File: src/rtl/core/pcr_pkg.sv
// Types, constants and helpers shared by the collision response pipeline.
`timescale 1ns / 1ps
`default_nettype none
package pcr_pkg;

  localparam int unsigned WORD_W    = 32;
  localparam int unsigned NORM_BITS = 29;
  localparam int unsigned DIFF_W    = WORD_W + 1;
  localparam int unsigned NRM_W     = 31;
  localparam int unsigned SQ_W      = 2 * NRM_W;
  localparam int unsigned RAD_W     = 64;
  localparam int unsigned ROOT_W    = 32;
  localparam int unsigned SREM_W    = 36;
  localparam int unsigned QUO_W     = 30;
  localparam int unsigned DREM_W    = 33;
  localparam int unsigned NVEC_W    = QUO_W + 1;
  localparam int unsigned RV_W      = WORD_W + 1;
  localparam int unsigned PROD_W    = RV_W + NVEC_W;
  localparam int unsigned DOT_W     = PROD_W + 1;
  localparam int unsigned SPD_W     = DOT_W - NORM_BITS;
  localparam int unsigned MAG_W     = 35;
  localparam int unsigned REST_W    = 17;
  localparam int unsigned MINSPD_W  = 16;
  localparam int unsigned K_W       = 18;
  localparam int unsigned RIMP_W    = MAG_W + K_W - REST_W;
  localparam int unsigned RPART_W   = RIMP_W / 2;
  localparam int unsigned PPART_W   = RPART_W + 1 + NVEC_W;
  localparam int unsigned DSUM_W    = PPART_W + RPART_W;
  localparam int unsigned DD_W      = DSUM_W - NORM_BITS;
  localparam int unsigned VSUM_W    = DD_W + 1;
  localparam int unsigned PADDR_W   = 3;
  localparam int unsigned PDATA_W   = 32;

  localparam int unsigned N_NORM = 5;
  localparam int unsigned N_SQRT = 32;
  localparam int unsigned N_DIV  = 30;

  // Stage positions along the pipeline
  localparam int unsigned ST_AB       = N_NORM + 2;
  localparam int unsigned ST_SQRT_END = ST_AB + 1 + N_SQRT;
  localparam int unsigned ST_DIV_END  = ST_SQRT_END + N_DIV;
  localparam int unsigned ST_N        = ST_DIV_END + 1;
  localparam int unsigned ST_OUT      = ST_N + 3;
  localparam int unsigned PIPE_LAT    = ST_OUT + 4;

  localparam logic [REST_W-1:0]   REST_RESET   = 17'd58982;
  localparam logic [MINSPD_W-1:0] MINSPD_RESET = 16'd66;
  localparam logic [K_W-1:0]      REST_ONE     = 18'd65536;

  typedef enum logic [1:0] {
    OUT_IMPULSE    = 2'd0,
    OUT_COINCIDENT = 2'd1,
    OUT_SEPARATING = 2'd2
  } outcome_e;

  typedef enum logic {
    REG_RESTITUTION = 1'b0,
    REG_MIN_SPEED   = 1'b1
  } reg_idx_e;

  typedef struct packed {
    logic signed [WORD_W-1:0] first_pos_x;
    logic signed [WORD_W-1:0] first_pos_y;
    logic signed [WORD_W-1:0] second_pos_x;
    logic signed [WORD_W-1:0] second_pos_y;
    logic signed [WORD_W-1:0] first_vel_x;
    logic signed [WORD_W-1:0] first_vel_y;
    logic signed [WORD_W-1:0] second_vel_x;
    logic signed [WORD_W-1:0] second_vel_y;
  } in_beat_t;

  typedef struct packed {
    logic signed [WORD_W-1:0] new_first_vel_x;
    logic signed [WORD_W-1:0] new_first_vel_y;
    logic signed [WORD_W-1:0] new_second_vel_x;
    logic signed [WORD_W-1:0] new_second_vel_y;
    logic [1:0]               outcome;
  } out_beat_t;

  typedef struct packed {
    logic [NRM_W-1:0] a;
    logic [NRM_W-1:0] b;
    logic [NRM_W-1:0] m;
  } norm_t;

  typedef struct packed {
    logic [RAD_W-1:0]  rad;
    logic [SREM_W-1:0] rem;
    logic [ROOT_W-1:0] root;
  } sqrt_t;

  typedef struct packed {
    logic [DREM_W-1:0] rem_x;
    logic [DREM_W-1:0] rem_y;
    logic [QUO_W-1:0]  q_x;
    logic [QUO_W-1:0]  q_y;
    logic [ROOT_W-1:0] divisor;
  } div_t;

  typedef struct packed {
    logic signed [WORD_W-1:0] v1x;
    logic signed [WORD_W-1:0] v1y;
    logic signed [WORD_W-1:0] v2x;
    logic signed [WORD_W-1:0] v2y;
    logic                     sx;
    logic                     sy;
    outcome_e                 outcome;
    logic [NRM_W-1:0]         a;
    logic [NRM_W-1:0]         b;
    logic signed [NVEC_W-1:0] nx;
    logic signed [NVEC_W-1:0] ny;
  } side_t;

  // Clip a widened sum back into the signed word range
  function automatic logic signed [WORD_W-1:0] sat_word(input logic signed [VSUM_W-1:0] v);
    logic top_ones;
    logic top_zeros;
    top_ones  = &v[VSUM_W-1:WORD_W-1];
    top_zeros = ~|v[VSUM_W-1:WORD_W-1];
    if (v[VSUM_W-1] && !top_ones) begin
      sat_word = {1'b1, {(WORD_W-1){1'b0}}};
    end else if (!v[VSUM_W-1] && !top_zeros) begin
      sat_word = {1'b0, {(WORD_W-1){1'b1}}};
    end else begin
      sat_word = v[WORD_W-1:0];
    end
  endfunction

endpackage
`default_nettype wire

File: src/rtl/core/pcr_sqrt_cell.sv
// One square root cell: settle one root bit from the next two radicand bits.
`timescale 1ns / 1ps
`default_nettype none
module pcr_sqrt_cell import pcr_pkg::*; (
  input  logic  clk_i,
  input  logic  en_i,
  input  sqrt_t sq_i,
  output sqrt_t sq_o
);

  logic [SREM_W-1:0] part;
  logic [SREM_W-1:0] trial;
  logic              ge;
  sqrt_t             sq_d;
  sqrt_t             sq_q;

  always_comb begin
    part      = {sq_i.rem[SREM_W-3:0], sq_i.rad[RAD_W-1 -: 2]};
    trial     = {{(SREM_W-ROOT_W-2){1'b0}}, sq_i.root, 2'b01};
    ge        = part >= trial;
    sq_d.rad  = {sq_i.rad[RAD_W-3:0], 2'b00};
    sq_d.rem  = ge ? part - trial : part;
    sq_d.root = {sq_i.root[ROOT_W-2:0], ge};
  end

  always_ff @(posedge clk_i) begin
    if (en_i) begin
      sq_q <= sq_d;
    end
  end

  assign sq_o = sq_q;

endmodule
`default_nettype wire

File: config.mk
export PLATFORM = sky130hd
export DESIGN_NAME = pcr_sqrt_cell
export DESIGN_NICKNAME = d
export VERILOG_FILES = /design/src/rtl/core/pcr_pkg.sv /design/src/rtl/core/pcr_sqrt_cell.sv
export SDC_FILE = /design/constraint.sdc
export NUM_CORES = 1
export LEC_CHECK = 0
export BUFFER_PORTS_ARGS = -buffer_cell sky130_fd_sc_hd__buf_2
export CAP_MARGIN = 20
export CORE_MARGIN = 5
export CORE_UTILIZATION = 30
export DETAILED_ROUTE_END_ITERATION = 16
export GPL_TIMING_DRIVEN = 0
export SLEW_MARGIN = 20
export SYNTH_ARGS = -nofsm -noshare
export SYNTH_HDL_FRONTEND = slang
export SYNTH_SLANG_ARGS = --single-unit
File: constraint.sdc
create_clock -name clk_i -period 2.31 [get_ports clk_i]
set_input_delay 0.231 -clock clk_i [delete_from_list [all_inputs] [get_ports clk_i]]
set_output_delay 0.231 -clock clk_i [all_outputs]
set_load 0.02 [all_outputs]
### Word-level counts from Yosys, hierarchy flattened

Cells that the tools add are included.
W data, S select, Z words.

* bits in latches: 0
* memories: 0
* memory bits (writable): 0
* register bits after elaboration: 130
* word-level logic and storage cells: 6
* input bits: 134
* output and inout port bits: 132
* bits in read-only memories: 0

* order comparisons: 1
* multiply operators: 0
* reduce and logical (&&, ||, !) cells: 0
* add/sub/neg operators: 1
* divide/modulo/power cells: 0
* bitwise operators: 0
* shift-type cells: 0
* equality and inequality tests: 0
* multiplexer cells: 1

Operator list (count)
* $ge A36 B34 Y1: 1
* $mux W36: 1
* $sub A36 B34 Y36: 1

### Longest topological paths before layout

Gate-level depths: netlist (run 1).

* depth in word-level cells: 2
* depth in mapped cells: 13
* gate-level depth less buffers: 10

### Least setup slack after synthesis (run 1)

No wires, ideal clock.

* path kind: input -> register
* from: in sq_i[19] (netlist name)
* to: reg sq_q (netlist bit sq_o[62]) (data pin)
* required time: 2.048 ns
* buffers on the path: 2
* library setup time: 0.262 ns
* data arrival time: 2.264 ns
* path slack: -0.216 ns
* cell stages on the path: 11
* cells stage by stage: inv_1 ha_1 buf_2 nand4_2 nor4_2 and3_1 a21bo_1 and2_4 a21oi_4 buf_4 mux2_1

RTL lines
* start: declaration: RTL line pcr_sqrt_cell.sv:7 `input sqrt_t sq_i,`
* end signal: assignment: RTL line pcr_sqrt_cell.sv:28 `sq_q <= sq_d;`
* end: declaration: RTL line pcr_sqrt_cell.sv:15 `sqrt_t sq_q;`

==> summary.md, run 1 <==
### Layout
• 0 — Ant. Diodes
• 130 — number of flip-flops under the largest register name
• 3904 um2 — footprint of the flip-flops and latches
• 1086 — number of nets in the finished design
• 10530 um2 — post-route design area
• 61.20% — area growth from synthesis to layout
• 2850 um2 — multi-input gate area in the final layout
• 1211 — filler-free cell count of the finished design
• 0.4672 — fraction of final layout cells sized beyond drive strength 1
• 1934 — number of fill cells in the layout

### Pwr
• 0.359 — Clk pwr share
• 0.3000 — switching power as a share of total power
• 0.258 — share of power burned in combinational logic
• 7.711 mW — total power after layout
• 0.383 — Seq pwr share
• 2.313 mW — switching power of the nets
• 732.5 nW/um2 — power density of the placed cells
• 5.398 mW — Power Internal
• 4.447 nW — static power due to leakage
• 0.0004866 V — VDD IR max

### Worst setup path
• 2.48 ns — required time at the worst-slack endpoint
• sky130_fd_sc_hd__and4_4 — library cell appearing most often on the critical path
• 2.41 ns — arrival time worst endpoint
• 7 — crit path max fanout
• buf_4 > inv_6 > ha_4 > buf_6 > and4_4 > and4_4 > a2111oi_4 > nand4_1 > a311oi_2 > o21ai_1 > mux2_1 — cell-by-cell trace of the critical path
• register — Critical Path End Type
• primary input — CP Launch Type
• compound AO/OA/AOI/OAI gates — CP delay by family, top
• 0.36 ns — largest stage delay on the critical path
• 3 — CP bufs+invs
• sky130_fd_sc_hd__a311oi_2 — cell with the biggest individual delay on the critical path
• in2reg — critical path class

### Route
• 0 — Final ANT Viol Nets
• 5655 — total vias in the final route
• 339 — DRC violation total after the first TritonRoute iteration
• 21560 um — total wirelength of the detailed-routed design
• 17.80 um — wire per inst
• 0 — residual DRC count
• 4 — Initial DRT Pass Iterations
• 4.670 — mean number of vias per cell

### Yosys
• 6530 um2 — Cell Area, Synth
• sky130_fd_sc_hd__edfxtp_1 — primary flip-flop cell chosen by synthesis mapping
• 0 — Post-synth ARST share
• 527 — Mapped Cells
• 60 — library cells used by synthesis
• 0.5978 — sequential share of the synthesized area
• 0.04426 — Synth Area in XOR/XNOR
• 130 — count of state elements after synthesis
• sky130_fd_sc_hd__edfxtp_1, sky130_fd_sc_hd__ha_1, sky130_fd_sc_hd__a21oi_1, sky130_fd_sc_hd__xnor2_1, sky130_fd_sc_hd__inv_1 — largest cells by area after synthesis
• sky130_fd_sc_hd__edfxtp_1 — Yosys top cell by area
• 0.1299 — Compound-Gate Fraction of Synth Area
• 0 — number of warning messages in the yosys log
• 130 — number of synthesized flops with an enable pin
• 12.39 um2 — Avg Cell Area, Syn
• 0.09600 — simple-gate share of the synthesized area
• compound AO/OA/AOI/OAI gates — largest family of logic cells by synthesized area
• 0.02069 — fraction of synthesized area in multiplexers
• 0.06515 — Post-Synth Adder-Cell Area
• 0.5978 — post-synth top area share

### Die
• 24820 um2 — overall die area
• 157.5 um — die boundary width
• 0.3020 — initial standard-cell utilization of the core
• 21620 um2 — Floorplan Core Area
• 54 — number of standard-cell rows in the floorplan
• 266 — # IOs
• 157.5 um — height of the die

### Clocking
• 2 — maximum clock path buffer count
• built — TritonCTS clock tree
• 17 — clock buffers created by TritonCTS
• 0.06 ns — clock slew at the register clock pins of the worst setup and hold paths
• 4 — H-tree depth
• 130 — number of sinks on the clock net
• sky130_fd_sc_hd__clkbuf_16 — library cell used as clock root buffer

### Timing
• 0 — final max-slew violation count
• 2.247 ns — final critical path time including I/O delays and setup
• 0 — Setup Viol. Count Final
• 0 — number of endpoints with negative hold slack in the final report
• 0 ns — Final TNS setup
• 0.9729 — final period utilization
• 0.06270 ns — final worst slack
• 0.4450 GHz — Max Fclk
• yes — setup repair after global routing missed its margin

### GRT
• 0.1641 — gr usage total
• 1 — initial antenna violation count
• 30900 um — global-route wire length before repair
• 82 — largest net degree at the start of global routing
• 0 — overflow left after global routing
• 5656 — via count of the first global-routing pass

### Place
• 261 — port buffer count
• -0.8979 ns — Worst Setup Slack post-DPL
• 0.8286 — final weighted congestion in routability-driven placement
• 15090 um — placed wire-length estimate after detailed placement
• 1070 — Post-Place Cells
• 8476 um2 — cell area after placement

### Outcome
• finished, final reports clean — status

### Hold path
• in2reg — path category of the worst min-delay check

### Run
• 0 — Max Cap Violations

layout by cell type (no fill, tap or decap), drive strengths merged, types with 3 or more instances in the layout:
| cell type | count |
|---|---|
| buf | 302 |
| xnor2 | 18 |
| nand2b | 4 |
| xor2 | 15 |
| nand2 | 31 |
| o211ai | 4 |
| o21a | 4 |
| inv | 47 |
| clkinv | 4 |
| nand3 | 10 |
| and4 | 3 |
| nand4 | 11 |
| nor3 | 9 |
| nor2 | 35 |
| clkbuf | 24 |
| edfxtp | 130 |
| o21bai | 6 |
| mux2 | 12 |
| dlygate4sd3 | 88 |
| ha | 34 |
| a21oi | 60 |
| and3 | 6 |
| nor2b | 7 |
| o21ai | 26 |
| a21o | 6 |
per-stage QoR:
step,hold WS [ns],utilization
finish,0.02397,0.4869
floorplan,0.3299,-
global route,0.009078,0.4869
global placement,0.4077,0.3903
CTS,0.01079,0.4706
detailed placement,0.4091,0.3920
metal layers:
metal | wire length, um | GRT usage
met5 | 13 | 0
met4 | 331 | 0.05285
met3 | 1880 | 0.04922
met2 | 10760 | 0.2915
met1 | 8574 | 0.1897
final timing paths:
path,start,endpoint,slack (ns),depth (start not counted)
max,sq_i[16],sq_o[67],0.06,11
min,sq_i[16],sq_o[17],0.02,1
timing repair:
| item | CTS | global route |
|---|---|---|
| endpoints found under the hold margin | 86 | 2 |
| hold buffers | 86 | 2 |
| cloned | 1 | 0 |
| buffers inserted | 15 | 16 |
| pin swaps | 18 | 31 |
| resized for setup | 32 | 69 |
| setup endpoints to repair | 37 | 36 |
Yosys cell counts (6+ instances only):
cell type,count
sky130_fd_sc_hd__edfxtp_1,130
sky130_fd_sc_hd__a21oi_1,47
sky130_fd_sc_hd__inv_1,40
sky130_fd_sc_hd__nor2_1,35
sky130_fd_sc_hd__ha_1,34
sky130_fd_sc_hd__nand2_1,31
sky130_fd_sc_hd__o21ai_0,23
sky130_fd_sc_hd__xnor2_1,18
sky130_fd_sc_hd__xor2_1,15
sky130_fd_sc_hd__a21oi_2,12
sky130_fd_sc_hd__nand3_1,10
sky130_fd_sc_hd__nand4_1,10
sky130_fd_sc_hd__nor3_1,9
sky130_fd_sc_hd__buf_2,8
sky130_fd_sc_hd__clkbuf_1,8
sky130_fd_sc_hd__nor2b_1,7
sky130_fd_sc_hd__a21o_1,6
sky130_fd_sc_hd__and3_1,6
sky130_fd_sc_hd__mux2_1,6
sky130_fd_sc_hd__mux2_2,6
sky130_fd_sc_hd__o21bai_1,6
layout make-up:
class / count / share of cell area
plain buffers: 15 / 0.01177
clock buffers: 18 / 0.04077
clock inverters: 14 / 0.01605
inverters: 40 / 0.01712
multi-input cells: 333 / 0.2708
flip-flops and latches: 130 / 0.3709
well taps: 280 / 0.03328
repair buffers: 381 / 0.2394
power groups by stage:
stage	Clock [mW]	Combinational (mW)	Sequential [mW]
2_1_floorplan	0	0.738	3.34
3_3_place_gp	0	1.66	3.01
3_5_place_dp	0	1.68	3.00
4_1_cts	2.83	1.89	2.96
5_1_grt	2.94	2.14	2.98
6_report	2.77	1.99	2.95
cells by family (layout without fill, tap and decap cells):
logic type	after synthesis	in the layout
xor gates and xnor gates	33	33
muxes	12	12
other	1	2
and+or+nand+nor	124	124
AOI/OAI and AO/OA	128	128
buffers and inverters	65	468
DFF	130	130
adders and majority gates	34	34
No activity file was read; power rests on OpenSTA's default activity.
==> run 2: changes to the inputs <==
--- a/config.mk
+++ b/config.mk
@@ -8,9 +8,11 @@
 export BUFFER_PORTS_ARGS = -buffer_cell sky130_fd_sc_hd__buf_2
 export CAP_MARGIN = 20
 export CORE_MARGIN = 5
-export CORE_UTILIZATION = 30
+export CORE_UTILIZATION = 44
+export CTS_CLUSTER_DIAMETER = 50
 export DETAILED_ROUTE_END_ITERATION = 16
 export GPL_TIMING_DRIVEN = 0
+export PLACE_DENSITY = 0.77
 export SLEW_MARGIN = 20
 export SYNTH_ARGS = -nofsm -noshare
 export SYNTH_HDL_FRONTEND = slang
==> summary.md, run 2 (synthesis results as in run 1) <==
### Outcome
• finished, final reports clean — status, unchanged

### Place
• 14270 um — placed wire-length estimate after detailed placement, was 15090 um
• 974 — Post-Place Cells, was 1070
• 8352 um2 — cell area after placement, was 8476 um2
• 0.8550 — final weighted congestion in routability-driven placement, was 0.8286
• 261 — port buffer count, unchanged
• -0.8415 ns — Worst Setup Slack post-DPL, was -0.8979 ns

### Die
• 131.8 um — die boundary width, was 157.5 um
• 44 — number of standard-cell rows in the floorplan, was 54
• 266 — # IOs, unchanged
• 17380 um2 — overall die area, was 24820 um2
• 0.4493 — initial standard-cell utilization of the core, was 0.3020
• 131.8 um — height of the die, was 157.5 um
• 14530 um2 — Floorplan Core Area, was 21620 um2

### Pwr
• 2.255 mW — switching power of the nets, was 2.313 mW
• 7.540 mW — total power after layout, was 7.711 mW
• 0.0004467 V — VDD IR max, was 0.0004866 V
• 0.393 — Seq pwr share, was 0.383
• 0.268 — share of power burned in combinational logic, was 0.258
• 4.453 nW — static power due to leakage, was 4.447 nW
• 0.340 — Clk pwr share, was 0.359
• 0.2991 — switching power as a share of total power, was 0.3000
• 723.6 nW/um2 — power density of the placed cells, was 732.5 nW/um2
• 5.285 mW — Power Internal, was 5.398 mW

### Timing
• 0.6270 — worst slew margin relative to its limit
• 2.306 ns — final critical path time including I/O delays and setup, was 2.247 ns
• yes — setup repair after global routing missed its margin, unchanged
• 0 — Setup Viol. Count Final, unchanged
• 0.4337 GHz — Max Fclk, was 0.4450 GHz
• 0 — number of endpoints with negative hold slack in the final report, unchanged
• 0.004207 ns — final worst slack, was 0.06270 ns
• 0 — final max-slew violation count, unchanged
• 0.9982 — final period utilization, was 0.9729
• 0.5595 ns — transition time at the pin with the least slew margin

### Run
• 0 — Max Cap Violations, unchanged

### Route
• 5750 — total vias in the final route, was 5655
• 374 — DRC violation total after the first TritonRoute iteration, was 339
• 0 — residual DRC count, unchanged
• 19.20 um — wire per inst, was 17.80 um
• 5.143 — mean number of vias per cell, was 4.670
• 0 — Final ANT Viol Nets, unchanged
• 4 — Initial DRT Pass Iterations, unchanged
• 21470 um — total wirelength of the detailed-routed design, was 21560 um

### Clocking
• 17 — clock buffers created by TritonCTS, unchanged
• sky130_fd_sc_hd__clkbuf_16 — library cell used as clock root buffer, unchanged
• 130 — number of sinks on the clock net, unchanged
• 2 — maximum clock path buffer count, unchanged
• 4 — H-tree depth, unchanged
• built — TritonCTS clock tree, unchanged
• 0.06 ns — clock slew at the register clock pins of the worst setup and hold paths, about the same

### Layout
• 0.4641 — fraction of final layout cells sized beyond drive strength 1, was 0.4672
• 1118 — filler-free cell count of the finished design, was 1211
• 1088 — number of nets in the finished design, was 1086
• 130 — number of flip-flops under the largest register name, unchanged
• sky130_fd_sc_hd__buf_2, sky130_fd_sc_hd__edfxtp_1, sky130_fd_sc_hd__dlygate4sd3_1 — commonest non-fill, non-tap cells in the layout, unchanged
• 954 — number of fill cells in the layout, was 1934
• 59.57% — area growth from synthesis to layout, was 61.20%
• sky130_fd_sc_hd__buf_2 — most frequent standard cell in the layout excluding fill and tap cells, unchanged
• 10420 um2 — post-route design area, was 10530 um2

### Worst setup path
• in2reg — critical path class, unchanged
• 2.48 ns — arrival time worst endpoint, was 2.41 ns
• register — Critical Path End Type, unchanged
• 2.48 ns — required time at the worst-slack endpoint, about the same
• 5 — crit path max fanout, was 7
• sq_i[50] — launch point of the critical path, was sq_i[16]
• primary input — CP Launch Type, unchanged

### GRT
• 0 — overflow left after global routing, unchanged
• 0.2371 — gr usage total, was 0.1641
• 32380 um — global-route wire length before repair, was 30900 um
• 5838 — via count of the first global-routing pass, was 5656
• 75 — largest net degree at the start of global routing, was 82
• 1 — initial antenna violation count, unchanged

### Hold path
• in2reg — path category of the worst min-delay check, unchanged
• sq_i[24] — hold path startpoint, was sq_i[16]

==> run 2: worst paths after layout <==
check                 cells after the start  slack (ns)        to
worst min-delay path                      1        0.04  sq_o[25]
worst max-delay path                     10       0.004  sq_o[67]
==> run 2: cell type report <==
type | instances | area [um2] | area share
plain buffers | 18 | 166.4 | 0.01597
diodes | 1 | 2.502 | 0.0002402
inverters | 40 | 182.7 | 0.01753
multi-input cells | 333 | 2800 | 0.2687
clock inverters | 14 | 132.6 | 0.01273
flip-flops and latches | 130 | 3904 | 0.3746
well taps | 184 | 230.2 | 0.02209
clock buffers | 18 | 429.2 | 0.04119
repair buffers | 380 | 2572 | 0.2469
==> run 2: worst max-delay path, stage by stage <==
cell                        delay [ns]
sky130_fd_sc_hd__buf_2            0.12
sky130_fd_sc_hd__ha_4             0.26
sky130_fd_sc_hd__buf_12           0.13
sky130_fd_sc_hd__and4_4           0.20
sky130_fd_sc_hd__and4_4           0.17
sky130_fd_sc_hd__a2111oi_4        0.30
sky130_fd_sc_hd__nand4_1          0.23
sky130_fd_sc_hd__a311oi_2         0.36
sky130_fd_sc_hd__o21ai_1          0.13
sky130_fd_sc_hd__mux2_1           0.32
==> run 2: per-stage QoR <==
step                      hold slack [ns]  setup TNS, ns    util
after floorplan                    0.3299         -1.454       -
after global placement             0.4072         -74.41  0.5723
after detailed placement           0.4099         -21.81  0.5746
after CTS                       0.0003017              0  0.6897
after global routing              0.02115        -0.1884  0.7169
final                             0.03635              0  0.7169
==> run 2: power groups by stage <==
stage / combinational, mW / sequential, mW / clock (mW)
3_5_place_dp: 1.66 / 3.00 / 0
3_3_place_gp: 1.64 / 3.00 / 0
4_1_cts: 1.88 / 2.96 / 2.59
5_1_grt: 2.15 / 2.99 / 2.73
6_report: 2.02 / 2.96 / 2.56
2_1_floorplan: 0.738 / 3.34 / 0
==> run 2: what timing repair did <==
| action | in CTS | in global routing |
|---|---|---|
| gates cloned | 1 | 0 |
| hold endpoints to repair | 87 | 3 |
| resized for setup | 37 | 62 |
| setup endpoints to repair | 36 | 36 |
| setup buffers | 11 | 16 |
| pin swaps | 17 | 28 |
| hold buffers | 87 | 3 |
==> run 2: layer usage <==
layer	vias up	routed length, um	GRT usage
li1	2741	-	-
met1	2750	8323	0.2766
met2	226	11200	0.4173
met3	33	1476	0.07443
met4	0	466	0.07371
met5	-	0	0
