$ cat src/rtl/core/pcr_pkg.sv
// Types, constants and helpers shared by the collision response pipeline.
`timescale 1ns / 1ps
`default_nettype none
package pcr_pkg;

  localparam int unsigned WORD_W    = 32;
  localparam int unsigned NORM_BITS = 29;
  localparam int unsigned DIFF_W    = WORD_W + 1;
  localparam int unsigned NRM_W     = 31;
  localparam int unsigned SQ_W      = 2 * NRM_W;
  localparam int unsigned RAD_W     = 64;
  localparam int unsigned ROOT_W    = 32;
  localparam int unsigned SREM_W    = 36;
  localparam int unsigned QUO_W     = 30;
  localparam int unsigned DREM_W    = 33;
  localparam int unsigned NVEC_W    = QUO_W + 1;
  localparam int unsigned RV_W      = WORD_W + 1;
  localparam int unsigned PROD_W    = RV_W + NVEC_W;
  localparam int unsigned DOT_W     = PROD_W + 1;
  localparam int unsigned SPD_W     = DOT_W - NORM_BITS;
  localparam int unsigned MAG_W     = 35;
  localparam int unsigned REST_W    = 17;
  localparam int unsigned MINSPD_W  = 16;
  localparam int unsigned K_W       = 18;
  localparam int unsigned RIMP_W    = MAG_W + K_W - REST_W;
  localparam int unsigned RPART_W   = RIMP_W / 2;
  localparam int unsigned PPART_W   = RPART_W + 1 + NVEC_W;
  localparam int unsigned DSUM_W    = PPART_W + RPART_W;
  localparam int unsigned DD_W      = DSUM_W - NORM_BITS;
  localparam int unsigned VSUM_W    = DD_W + 1;
  localparam int unsigned PADDR_W   = 3;
  localparam int unsigned PDATA_W   = 32;

  localparam int unsigned N_NORM = 5;
  localparam int unsigned N_SQRT = 32;
  localparam int unsigned N_DIV  = 30;

  // Stage positions along the pipeline
  localparam int unsigned ST_AB       = N_NORM + 2;
  localparam int unsigned ST_SQRT_END = ST_AB + 1 + N_SQRT;
  localparam int unsigned ST_DIV_END  = ST_SQRT_END + N_DIV;
  localparam int unsigned ST_N        = ST_DIV_END + 1;
  localparam int unsigned ST_OUT      = ST_N + 3;
  localparam int unsigned PIPE_LAT    = ST_OUT + 4;

  localparam logic [REST_W-1:0]   REST_RESET   = 17'd58982;
  localparam logic [MINSPD_W-1:0] MINSPD_RESET = 16'd66;
  localparam logic [K_W-1:0]      REST_ONE     = 18'd65536;

  typedef enum logic [1:0] {
    OUT_IMPULSE    = 2'd0,
    OUT_COINCIDENT = 2'd1,
    OUT_SEPARATING = 2'd2
  } outcome_e;

  typedef enum logic {
    REG_RESTITUTION = 1'b0,
    REG_MIN_SPEED   = 1'b1
  } reg_idx_e;

  typedef struct packed {
    logic signed [WORD_W-1:0] first_pos_x;
    logic signed [WORD_W-1:0] first_pos_y;
    logic signed [WORD_W-1:0] second_pos_x;
    logic signed [WORD_W-1:0] second_pos_y;
    logic signed [WORD_W-1:0] first_vel_x;
    logic signed [WORD_W-1:0] first_vel_y;
    logic signed [WORD_W-1:0] second_vel_x;
    logic signed [WORD_W-1:0] second_vel_y;
  } in_beat_t;

  typedef struct packed {
    logic signed [WORD_W-1:0] new_first_vel_x;
    logic signed [WORD_W-1:0] new_first_vel_y;
    logic signed [WORD_W-1:0] new_second_vel_x;
    logic signed [WORD_W-1:0] new_second_vel_y;
    logic [1:0]               outcome;
  } out_beat_t;

  typedef struct packed {
    logic [NRM_W-1:0] a;
    logic [NRM_W-1:0] b;
    logic [NRM_W-1:0] m;
  } norm_t;

  typedef struct packed {
    logic [RAD_W-1:0]  rad;
    logic [SREM_W-1:0] rem;
    logic [ROOT_W-1:0] root;
  } sqrt_t;

  typedef struct packed {
    logic [DREM_W-1:0] rem_x;
    logic [DREM_W-1:0] rem_y;
    logic [QUO_W-1:0]  q_x;
    logic [QUO_W-1:0]  q_y;
    logic [ROOT_W-1:0] divisor;
  } div_t;

  typedef struct packed {
    logic signed [WORD_W-1:0] v1x;
    logic signed [WORD_W-1:0] v1y;
    logic signed [WORD_W-1:0] v2x;
    logic signed [WORD_W-1:0] v2y;
    logic                     sx;
    logic                     sy;
    outcome_e                 outcome;
    logic [NRM_W-1:0]         a;
    logic [NRM_W-1:0]         b;
    logic signed [NVEC_W-1:0] nx;
    logic signed [NVEC_W-1:0] ny;
  } side_t;

  // Clip a widened sum back into the signed word range
  function automatic logic signed [WORD_W-1:0] sat_word(input logic signed [VSUM_W-1:0] v);
    logic top_ones;
    logic top_zeros;
    top_ones  = &v[VSUM_W-1:WORD_W-1];
    top_zeros = ~|v[VSUM_W-1:WORD_W-1];
    if (v[VSUM_W-1] && !top_ones) begin
      sat_word = {1'b1, {(WORD_W-1){1'b0}}};
    end else if (!v[VSUM_W-1] && !top_zeros) begin
      sat_word = {1'b0, {(WORD_W-1){1'b1}}};
    end else begin
      sat_word = v[WORD_W-1:0];
    end
  endfunction

endpackage
`default_nettype wire

$ cat src/rtl/core/pcr_norm_cell.sv
// One normalizing cell: shift the separation left by a fixed step if the top is clear.
`timescale 1ns / 1ps
`default_nettype none
module pcr_norm_cell import pcr_pkg::*; #(
  parameter int unsigned SHIFT = 16
) (
  input  logic  clk_i,
  input  logic  en_i,
  input  norm_t nrm_i,
  output norm_t nrm_o
);

  norm_t nrm_d;
  norm_t nrm_q;

  always_comb begin
    nrm_d = nrm_i;
    if (nrm_i.m[NRM_W-1 -: SHIFT] == '0) begin
      nrm_d.a = nrm_i.a << SHIFT;
      nrm_d.b = nrm_i.b << SHIFT;
      nrm_d.m = nrm_i.m << SHIFT;
    end
  end

  always_ff @(posedge clk_i) begin
    if (en_i) begin
      nrm_q <= nrm_d;
    end
  end

  assign nrm_o = nrm_q;

endmodule
`default_nettype wire

$ cat config.mk
export PLATFORM = sky130hd
export DESIGN_NAME = pcr_norm_cell
export DESIGN_NICKNAME = d
export VERILOG_FILES = /design/src/rtl/core/pcr_pkg.sv /design/src/rtl/core/pcr_norm_cell.sv
export SDC_FILE = /design/constraint.sdc
export NUM_CORES = 1
export LEC_CHECK = 0
export BUFFER_PORTS_ARGS = -buffer_cell sky130_fd_sc_hd__buf_2
export CORE_MARGIN = 2
export CORE_UTILIZATION = 45
export DETAILED_ROUTE_END_ITERATION = 8
export GPL_TIMING_DRIVEN = 1
export PLACE_DENSITY = 0.79
export SETUP_SLACK_MARGIN = 0.15
export SYNTH_ARGS = -nofsm -noshare
export SYNTH_HDL_FRONTEND = slang
export SYNTH_SLANG_ARGS = --single-unit
$ cat constraint.sdc
create_clock -name clk_i -period 2.1 [get_ports clk_i]
set_clock_uncertainty 0.2 [all_clocks]
set_input_delay 0.21 -clock clk_i [delete_from_list [all_inputs] [get_ports clk_i]]
set_output_delay 0.21 -clock clk_i [all_outputs]
set_load 0.01 [all_outputs]
-- Word-level counts from Yosys, hierarchy flattened
Index checks and enable logic that the tools add are counted.
- muxes and demuxes: 1
- reduce and logical (&&, ||, !) cells: 1
- operators by type and width (cell ; count):
    93-bit two-way mux ; 1
    16-bit zero test ; 1
- register bits after elaboration: 93
- input bits: 95
- output and inout port bits: 93
- logic and storage cells: 8

-- Longest topological paths before layout
Gate-level depths: netlist of run 1.
- word-level depth: 2
- depth in mapped cells: 5

-- Worst setup path before layout of run 1
OpenSTA, ideal clock, no wires.
- path type: input to register
- start: in nrm_i[15] (netlist name)
- end: reg nrm_q (netlist bit nrm_o[47]), data pin
- data arrival time: 1.318 ns
- data required time: 1.640 ns
- setup slack: 0.322 ns
- stages on the path: 5
- cells stage by stage: nor4_1 -> and4_1 -> buf_6 -> buf_12 -> mux2_4
- RTL lines (element ; RTL line ; RTL):
    start, declared ; pcr_norm_cell.sv:9 ; input norm_t nrm_i,
    end signal, assigned ; pcr_norm_cell.sv:27 ; nrm_q <= nrm_d;
    end, declared ; pcr_norm_cell.sv:14 ; norm_t nrm_q;

==> results.cfg, run 1 <==
[run_status]
status = completed

[detailed_routing]
wirelength_um = 9859
vias_per_cell = 4.774
routed-wl-met2_um = 5403
drt_iter0_markers = 111
route.detailed.drc = 0
wl_met3_um = 675
antenna_left = 0
wl_per_cell_um = 16.40
drt_first_pass_iters = 4
vias = 2869
wl_met1_um = 3625
top_layer = met4

[cts]
clkTransAtPathRegs_ns = 0.09
cts_sinks = 93
cts-resized-gates = 0
cts_root_buffer = clkbuf_8
cts_tree = yes
cts_buffers = 9
clockBufferDepth = 2
htreeDepth = 3

[floorplanning]
die_h_um = 95.35
ios = 188
die_w_um = 95.35
core_um2 = 8134
start_util_pct = 46.16
row_count = 33
die_area_um2 = 9091

[sta]
maxSlewHeadroom_pct = 62.50
max_freq_mhz = 520.0
finalCritPeriodShare_pct = 91.58
hold_violations = 0
setup_violations = 0
tns_ns = 0
tightest_slew_ns = 0.5574
slew_violations = 0
period_minus_slack_ns = 1.923
rsz0062_at_grt = false

[global_routing]
antenna_found_initial = 0
grt_pass1_vias = 3079
grt_usage_pct = 21.72
grt_max_degree = 39
overflow = 0
grt_pass1_wl_um = 14600

[placed_design]
dpl.hpwl_um = 5994
place.gp.congestion = 0.7287
placed_cells = 492
dpl_cell_area_um2 = 4835
port_buffers = 187

[worst_setup_path]
critPathRequiredTime_ns = 2.00
cp-start-kind = input pin
path_max_fanout = 25
endpoint_kind = flip-flop
crit_arrival_ns = 1.82
crit_start = nrm_i[20]
worst-setup-path-type = in -> reg

[pwr]
ir_worst_vdd_v = 0.0005215
p_per_area_nw_per_um2 = 692.2
p_leak_nw = 2.595

[synth]
synthSimpleGateAreaFrac_pct = 9.064
synth-adder-area-share_pct = 0
syn_avg_cell_area_um2 = 18.59
synth_cell_types = 15
netlist_area_um2 = 3755
synth_xor_area_share_pct = 0
synthMuxAreaShare_pct = 11.00
synth_compound_area_share_pct = 2.999
ys_ff_latch = 93
syn_nets = 297
ys_seq_area_share_pct = 74.38
synth_top_family_by_area = multiplexers
syn_inst = 202
synth_warnings = 0

[finish]
syn_to_final_growth_pct = 59.45
final_common_cell = buf_2
final_cell_mix = buf_2, dlygate4sd3_1, edfxtp_1
fillers = 509
design_area_um2 = 5987
layout.cells.non_filler = 601
drive_gt1_share_pct = 47.98
antenna_cells = 0
nets = 586
largest_reg_flops = 93

[worst_hold_path]
whs_path_depth = 1
hold_class = in -> reg
hold_start = en_i

[flow_run]
drv_cap = 0
[Yosys cell counts (all sizes together)]
master,count,area [um^2]
edfxtp,93,2793
and2,47,294.0
mux2,30,412.9
a21o,15,112.6
clkbuf,6,22.52
buf,5,73.82
nor4,4,31.28
and4,1,8.760
nand4,1,6.260
[report_power, final]
group / leakage (nW) / switching [W] / internal, W
logic: 1.58 / 0.000264 / 0.000337
registers: 0.910 / 0.0000374 / 0.00220
clock network: 0.107 / 0.000621 / 0.000682
[layer usage]
layer,up-vias,track usage [%]
met5,-,0
met4,0,7.729
met3,18,5.455
met2,129,40.96
met1,1390,23.31
li1,1332,-
[layout make-up]
cell class                      instances  area [um^2]  share of cell area (%)
Timing Repair Buffer                  289         1974                   32.98
Clock inverter                          6        93.84                   1.567
Clock buffer                           10        127.6                   2.132
Multi-Input combinational cell         98        867.1                   14.48
Sequential cell                        93         2793                   46.65
Tap cell                              105        131.4                   2.194
[through the flow]
stage | setup WS, ns | hold slack (ns) | utilization [%] | total power [W]
6_report | 0.1768 | 0.1156 | 73.60 | 0.004144
5_1_grt | 0.1660 | 0.1186 | 73.60 | 0.004299
4_1_cts | 0.1867 | 0.1102 | 73.60 | 0.004168
3_5_place_dp | -0.1793 | 0.2165 | 59.44 | 0.002737
3_3_place_gp | -0.1576 | 0.2141 | 59.44 | 0.002718
2_1_floorplan | 0.3220 | 0.1225 | - | 0.002442
[timing repair]
action / in CTS / in global routing
hold buffers: 93 / 0
setup endpoints to repair: 0 / 0
hold endpoints to repair: 92 / 0
setup buffers: 0 / 0
[worst paths after layout]
| path | endpoint | slack (ns) |
|---|---|---|
| setup / recovery | nrm_o[87] | 0.18 |
| hold / removal | nrm_o[8] | 0.12 |
[worst max-delay path, stage by stage]
cell	delay, ns
buf_2	0.11
nor4_1	0.52
and4_2	0.38
buf_12	0.23
mux2_2	0.36
[logic make-up (layout without fill, tap and decap cells)]
family | after synthesis | in the layout
AND/OR/NAND/NOR | 53 | 53
AO/OA/AOI/OAI | 15 | 15
multiplexers | 30 | 30
buffers and inverters | 11 | 305
flip-flops | 93 | 93
No activity file was read; power rests on OpenSTA's default activity.
==> run 2: changes to the inputs <==
--- a/config.mk
+++ b/config.mk
@@ -5,12 +5,13 @@
 export SDC_FILE = /design/constraint.sdc
 export NUM_CORES = 1
 export LEC_CHECK = 0
+export ABC_AREA = 1
 export BUFFER_PORTS_ARGS = -buffer_cell sky130_fd_sc_hd__buf_2
 export CORE_MARGIN = 2
 export CORE_UTILIZATION = 45
 export DETAILED_ROUTE_END_ITERATION = 8
 export GPL_TIMING_DRIVEN = 1
-export PLACE_DENSITY = 0.79
+export PLACE_DENSITY = 0.8
 export SETUP_SLACK_MARGIN = 0.15
 export SYNTH_ARGS = -nofsm -noshare
 export SYNTH_HDL_FRONTEND = slang
==> run 2 against run 1 <==
Net effect: worst hold slack got worse by 0.097 ns; critical path depth up 3; utilization is 2.8 points lower; sequential power about the same; critical endpoint is now nrm_o[3]; largest power group unchanged; combinational power fell by 3%; setup slack got worse by 0.0086 ns.
==> results.cfg, run 2 <==
[worst_hold_path]
hold_class = in -> reg
whs_path_depth = 3
hold_path_end = nrm_o[87]
hold_start = nrm_i[71]

[worst_setup_path]
endpoint_kind = flip-flop
path_max_fanout = 49
worst-setup-path-type = in -> reg
critPathRequiredTime_ns = 1.98
crit_arrival_ns = 1.81
cp-start-kind = input pin

[pwr]
p_sw_w = 0.0009271
cell_internal_pwr_w = 0.003177
pwr-share-seq_pct = 54.6
p_per_area_nw_per_um2 = 670.9
ir_worst_vdd_v = 0.0003169
p_leak_nw = 2.714
power.share.clock_pct = 31.2
p_comb_share_pct = 14.2
switching_share_pct = 22.59

[floorplanning]
die_w_um = 97.94
core_um2 = 8636
start_util_pct = 45.99
die_area_um2 = 9592
die_h_um = 97.94
ios = 188
row_count = 34

[global_routing]
grt_pass1_vias = 3551
antenna_found_initial = 0
grt_max_degree = 94
grt_pass1_wl_um = 16320
overflow = 0
grt_usage_pct = 21.80

[placed_design]
port_buffers = 187
dpl.hpwl_um = 6233
place.gp.congestion = 0.8036
dpl_cell_area_um2 = 4949
placed_cells = 590

[cts]
htreeDepth = 3
cts_root_buffer = clkbuf_8
cts_sinks = 93
clockBufferDepth = 2
cts_buffers = 9
cts_tree = yes
clkTransAtPathRegs_ns = 0.08

[synth]
syn_nets = 409
ys_seq_area_share_pct = 70.32
synth_ff_type = edfxtp_1
syn_inst = 314
synth_common_cells = edfxtp_1, nand2_1, nand3_1, a21boi_0, inv_1
netlist_area_um2 = 3971
synth-edff-count = 93
syn_avg_cell_area_um2 = 12.65
synth_most_common_cell = edfxtp_1
netlist.area_leader.share_pct = 70.32
synthTopCellsByArea = edfxtp_1, a21boi_0, nand2_1
async_reset_ff_share_pct = 0
synth_area_leader_cell = edfxtp_1
ys_ff_latch = 93
synth_warnings = 0
synth_cell_types = 15

[finish]
antenna_cells = 0
syn_to_final_growth_pct = 54.03
nets = 680
layout.cells.non_filler = 697
largest_reg_flops = 93
final_cell_mix = buf_2, edfxtp_1, dlygate4sd3_1
final_common_cell = buf_2
design_area_um2 = 6117
drive_gt1_share_pct = 35.99

[sta]
finalCritPeriodShare_pct = 91.99
rsz0062_at_grt = false
period_minus_slack_ns = 1.932
hold_violations = 0
hold_slack_ns = 0.01874
setup_violations = 0
maxSlewHeadroom_pct = 64.53
tightest_slew_ns = 0.5320
max_freq_mhz = 517.7
slew_violations = 0
tns_ns = 0

[detailed_routing]
drt_iter0_markers = 114
wl_per_cell_um = 15.45
antenna_left = 0
route.detailed.drc = 0
drt_first_pass_iters = 4
wirelength_um = 10770
vias = 3458
vias_per_cell = 4.961

[run_status]
status = completed

[flow_run]
drv_cap = 0
[run 2: power groups by stage]
stage                     sequential [W]  combinational (W)  clock [W]
after CTS                        0.00224           0.000572    0.00131
after global routing             0.00225           0.000625    0.00138
after global placement           0.00228           0.000433          0
final                            0.00224           0.000584    0.00128
after floorplan                  0.00237          0.0000701          0
after detailed placement         0.00228           0.000442          0
[run 2: kinds of logic (layout without fill, tap and decap cells)]
logic type      after synthesis  in the layout  synth area share [%]
compound gates               47             47                 8.885
simple gates                135            135                 14.62
buf+inv                      39            314                 6.175
flops                        93             93                 70.32
[run 2: area by class of cell]
| class | count | area [um^2] |
|---|---|---|
| clock inverter | 6 | 87.58 |
| inverter | 15 | 56.30 |
| sequential | 93 | 2793 |
| timing repair buffer | 284 | 1974 |
| multi-input combinational | 182 | 947.2 |
| fill | 589 | 2519 |
| tap | 108 | 135.1 |
| clock buffer | 9 | 123.9 |
[run 2: how the worst max path moves through the flow]
stage / from / end / cells after the start
2_1_floorplan: nrm_i[19] / nrm_o[39] / 6
3_3_place_gp: nrm_i[27] / nrm_o[46] / 6
3_5_place_dp: nrm_i[25] / nrm_o[35] / 6
4_1_cts: nrm_i[24] / nrm_o[9] / 7
5_1_grt: nrm_i[26] / nrm_o[35] / 8
6_report: nrm_i[26] / nrm_o[3] / 8
[run 2: metal layers]
metal,global-route usage (%),share of wire (%),vias up
li1,-,-,1639
met1,23.18,37,1647
met2,40.73,54,148
met3,5.655,7.0,24
met4,8.974,2.7,0
met5,0,0,-
[run 2: timing repair]
| item | CTS | global route |
|---|---|---|
| resized for setup | 0 | 3 |
| hold buffers | 90 | 0 |
| setup buffers | 0 | 2 |
| setup endpoints to repair | 0 | 67 |
| hold endpoints to repair | 47 | 0 |
[run 2: worst max-delay path, cell delays in order]
cell and delay [ns]:
dlygate4sd3_1 0.54, buf_2 0.14, nor2_1 0.11, nand2_1 0.14, nor2_4 0.17, buf_12 0.14, buf_12 0.20, a21boi_0 0.14
[run 2: per-stage QoR]
stage / utilization [%] / total power (W) / worst slack, ns
global route: 70.83 / 0.004258 / 0.1467
finish: 70.83 / 0.004104 / 0.1682
global placement: 57.30 / 0.002710 / 0.3755
CTS: 70.18 / 0.004121 / 0.1562
floorplan: - / 0.002435 / 0.7232
detailed placement: 57.30 / 0.002725 / 0.3065
==> run 3: changes to the inputs <==
--- a/config.mk
+++ b/config.mk
@@ -7,11 +7,13 @@
 export LEC_CHECK = 0
 export ABC_AREA = 1
 export BUFFER_PORTS_ARGS = -buffer_cell sky130_fd_sc_hd__buf_2
+export CELL_PAD_IN_SITES_DETAIL_PLACEMENT = 1
+export CELL_PAD_IN_SITES_GLOBAL_PLACEMENT = 1
 export CORE_MARGIN = 2
-export CORE_UTILIZATION = 45
+export CORE_UTILIZATION = 35
 export DETAILED_ROUTE_END_ITERATION = 8
 export GPL_TIMING_DRIVEN = 1
-export PLACE_DENSITY = 0.8
+export PLACE_DENSITY = 0.81
 export SETUP_SLACK_MARGIN = 0.15
 export SYNTH_ARGS = -nofsm -noshare
 export SYNTH_HDL_FRONTEND = slang
==> run 3 against run 2 <==
Net effect: cell area fell by 4.1%; cell count rose by 0.14%; worst hold slack got worse by 0.012 ns; global-route usage fell by 2.8 points; non-clock buffer count fell by 33; setup slack improved by 0.042 ns; power rose by 2.9%; clock power rose by 12%; largest power group unchanged; highest routed layer unchanged.
==> results.cfg, run 3 (same netlist as run 2, synthesis figures left out) <==
[global_routing]
overflow = 0
grt_usage_pct = 19.00
grt_pass1_wl_um = 18650
grt_pass1_vias = 3592
antenna_found_initial = 1
grt_max_degree = 94

[sta]
max_freq_mhz = 529.2
slew_violations = 0
maxSlewHeadroom_pct = 63.69
tightest_slew_ns = 0.5447
rsz0062_at_grt = true
hold_violations = 0
period_minus_slack_ns = 1.890
finalCritPeriodShare_pct = 89.99
setup_violations = 0
tns_ns = 0
fin_ws_ns = 0.2102

[placed_design]
dpl.hpwl_um = 7622
place.gp.congestion = 0.7719
port_buffers = 187
dp_slack_ns = 0.2949
placed_cells = 622

[worst_hold_path]
hold_class = in -> reg
whs_path_depth = 3

[pwr]
p_leak_nw = 2.590
power.share.clock_pct = 34.0
switching_share_pct = 22.91
totalPowerFinal_w = 0.004224
p_per_area_nw_per_um2 = 720.2
pwr-share-seq_pct = 53.2
ir_worst_vdd_v = 0.0004362
p_comb_share_pct = 12.8
p_sw_w = 0.0009679
cell_internal_pwr_w = 0.003256

[finish]
fillers = 1212
final_common_cell = buf_2
final_cell_mix = buf_2, edfxtp_1, nand2_1
nets = 647
syn_to_final_growth_pct = 47.67
largest_reg_flops = 93
layout.cells.non_filler = 698
drive_gt1_share_pct = 37.52

[detailed_routing]
wirelength_um = 12010
drt_iter0_markers = 144
wl_per_cell_um = 17.20
antenna_left = 0
route.detailed.drc = 0
vias_per_cell = 4.809
drt_first_pass_iters = 4
vias = 3357

[cts]
htreeDepth = 3
clockBufferDepth = 2
cts_root_buffer = clkbuf_16
cts_buffers = 9
clkTransAtPathRegs_ns = 0.07
cts_tree = yes
cts_sinks = 93

[worst_setup_path]
path_max_fanout = 32
crit_arrival_ns = 1.75
critPathRequiredTime_ns = 1.96
cp-start-kind = input pin
worst-setup-path-type = in -> reg
endpoint_kind = flip-flop

[floorplanning]
die_w_um = 110.5
ios = 188
die_h_um = 110.5
core_um2 = 10940
row_count = 38
start_util_pct = 36.32
die_area_um2 = 12210

[run_status]
status = completed

[flow_run]
drv_cap = 0
-- run 3: final timing paths --
kind        end  startpoint
max   nrm_o[11]   nrm_i[18]
min   nrm_o[50]   nrm_i[34]
-- run 3: final cells by class --
cell class	instances	area, um^2	share of cell area, %
well taps	140	175.2	2.987
inverters	15	56.30	0.9601
clock inverters	7	32.53	0.5547
repair buffers	251	1633	27.84
flip-flops and latches	93	2793	47.62
diodes	1	2.502	0.04267
multi-input cells	182	947.2	16.15
clock buffers	9	225.2	3.840
-- run 3: power groups by stage --
stage	clock [W]	sequential, W	combinational [W]
after global placement	0	0.00228	0.000439
after floorplan	0	0.00237	0.0000701
after global routing	0.00152	0.00226	0.000585
final	0.00144	0.00225	0.000542
after detailed placement	0	0.00229	0.000453
after CTS	0.00147	0.00225	0.000536
-- run 3: repair_timing --
action,in CTS,in global routing
buffers inserted,0,1
endpoints found under the setup margin,0,49
hold buffers,57,0
endpoints found under the hold margin,46,0
resized for setup,0,2
-- run 3: metal layers --
layer | GRT usage, % | vias up | part of all wire [%]
li1 | - | 1574 | -
met1 | 21.19 | 1643 | 39
met2 | 35.21 | 126 | 54
met3 | 4.885 | 14 | 5.7
met4 | 6.083 | 0 | 1.3
met5 | 0 | - | 0
-- run 3: per-stage QoR --
step / instance area [um^2] / util, % / hold WS, ns
2_1_floorplan: 3971 / - / 0.1225
3_3_place_gp: 4976 / 45.50 / 0.2036
3_5_place_dp: 4976 / 45.50 / 0.2041
4_1_cts: 5804 / 53.08 / 0.001231
5_1_grt: 5864 / 53.63 / 0.02008
6_report: 5864 / 53.63 / 0.007024
-- run 3: critical path, cell delays in order --
cell and delay (ns):
dlygate4sd3_1 0.54, buf_2 0.13, nor2_1 0.10, nand2_1 0.10, nor2_4 0.14, buf_12 0.14, buf_6 0.23, a21boi_0 0.14
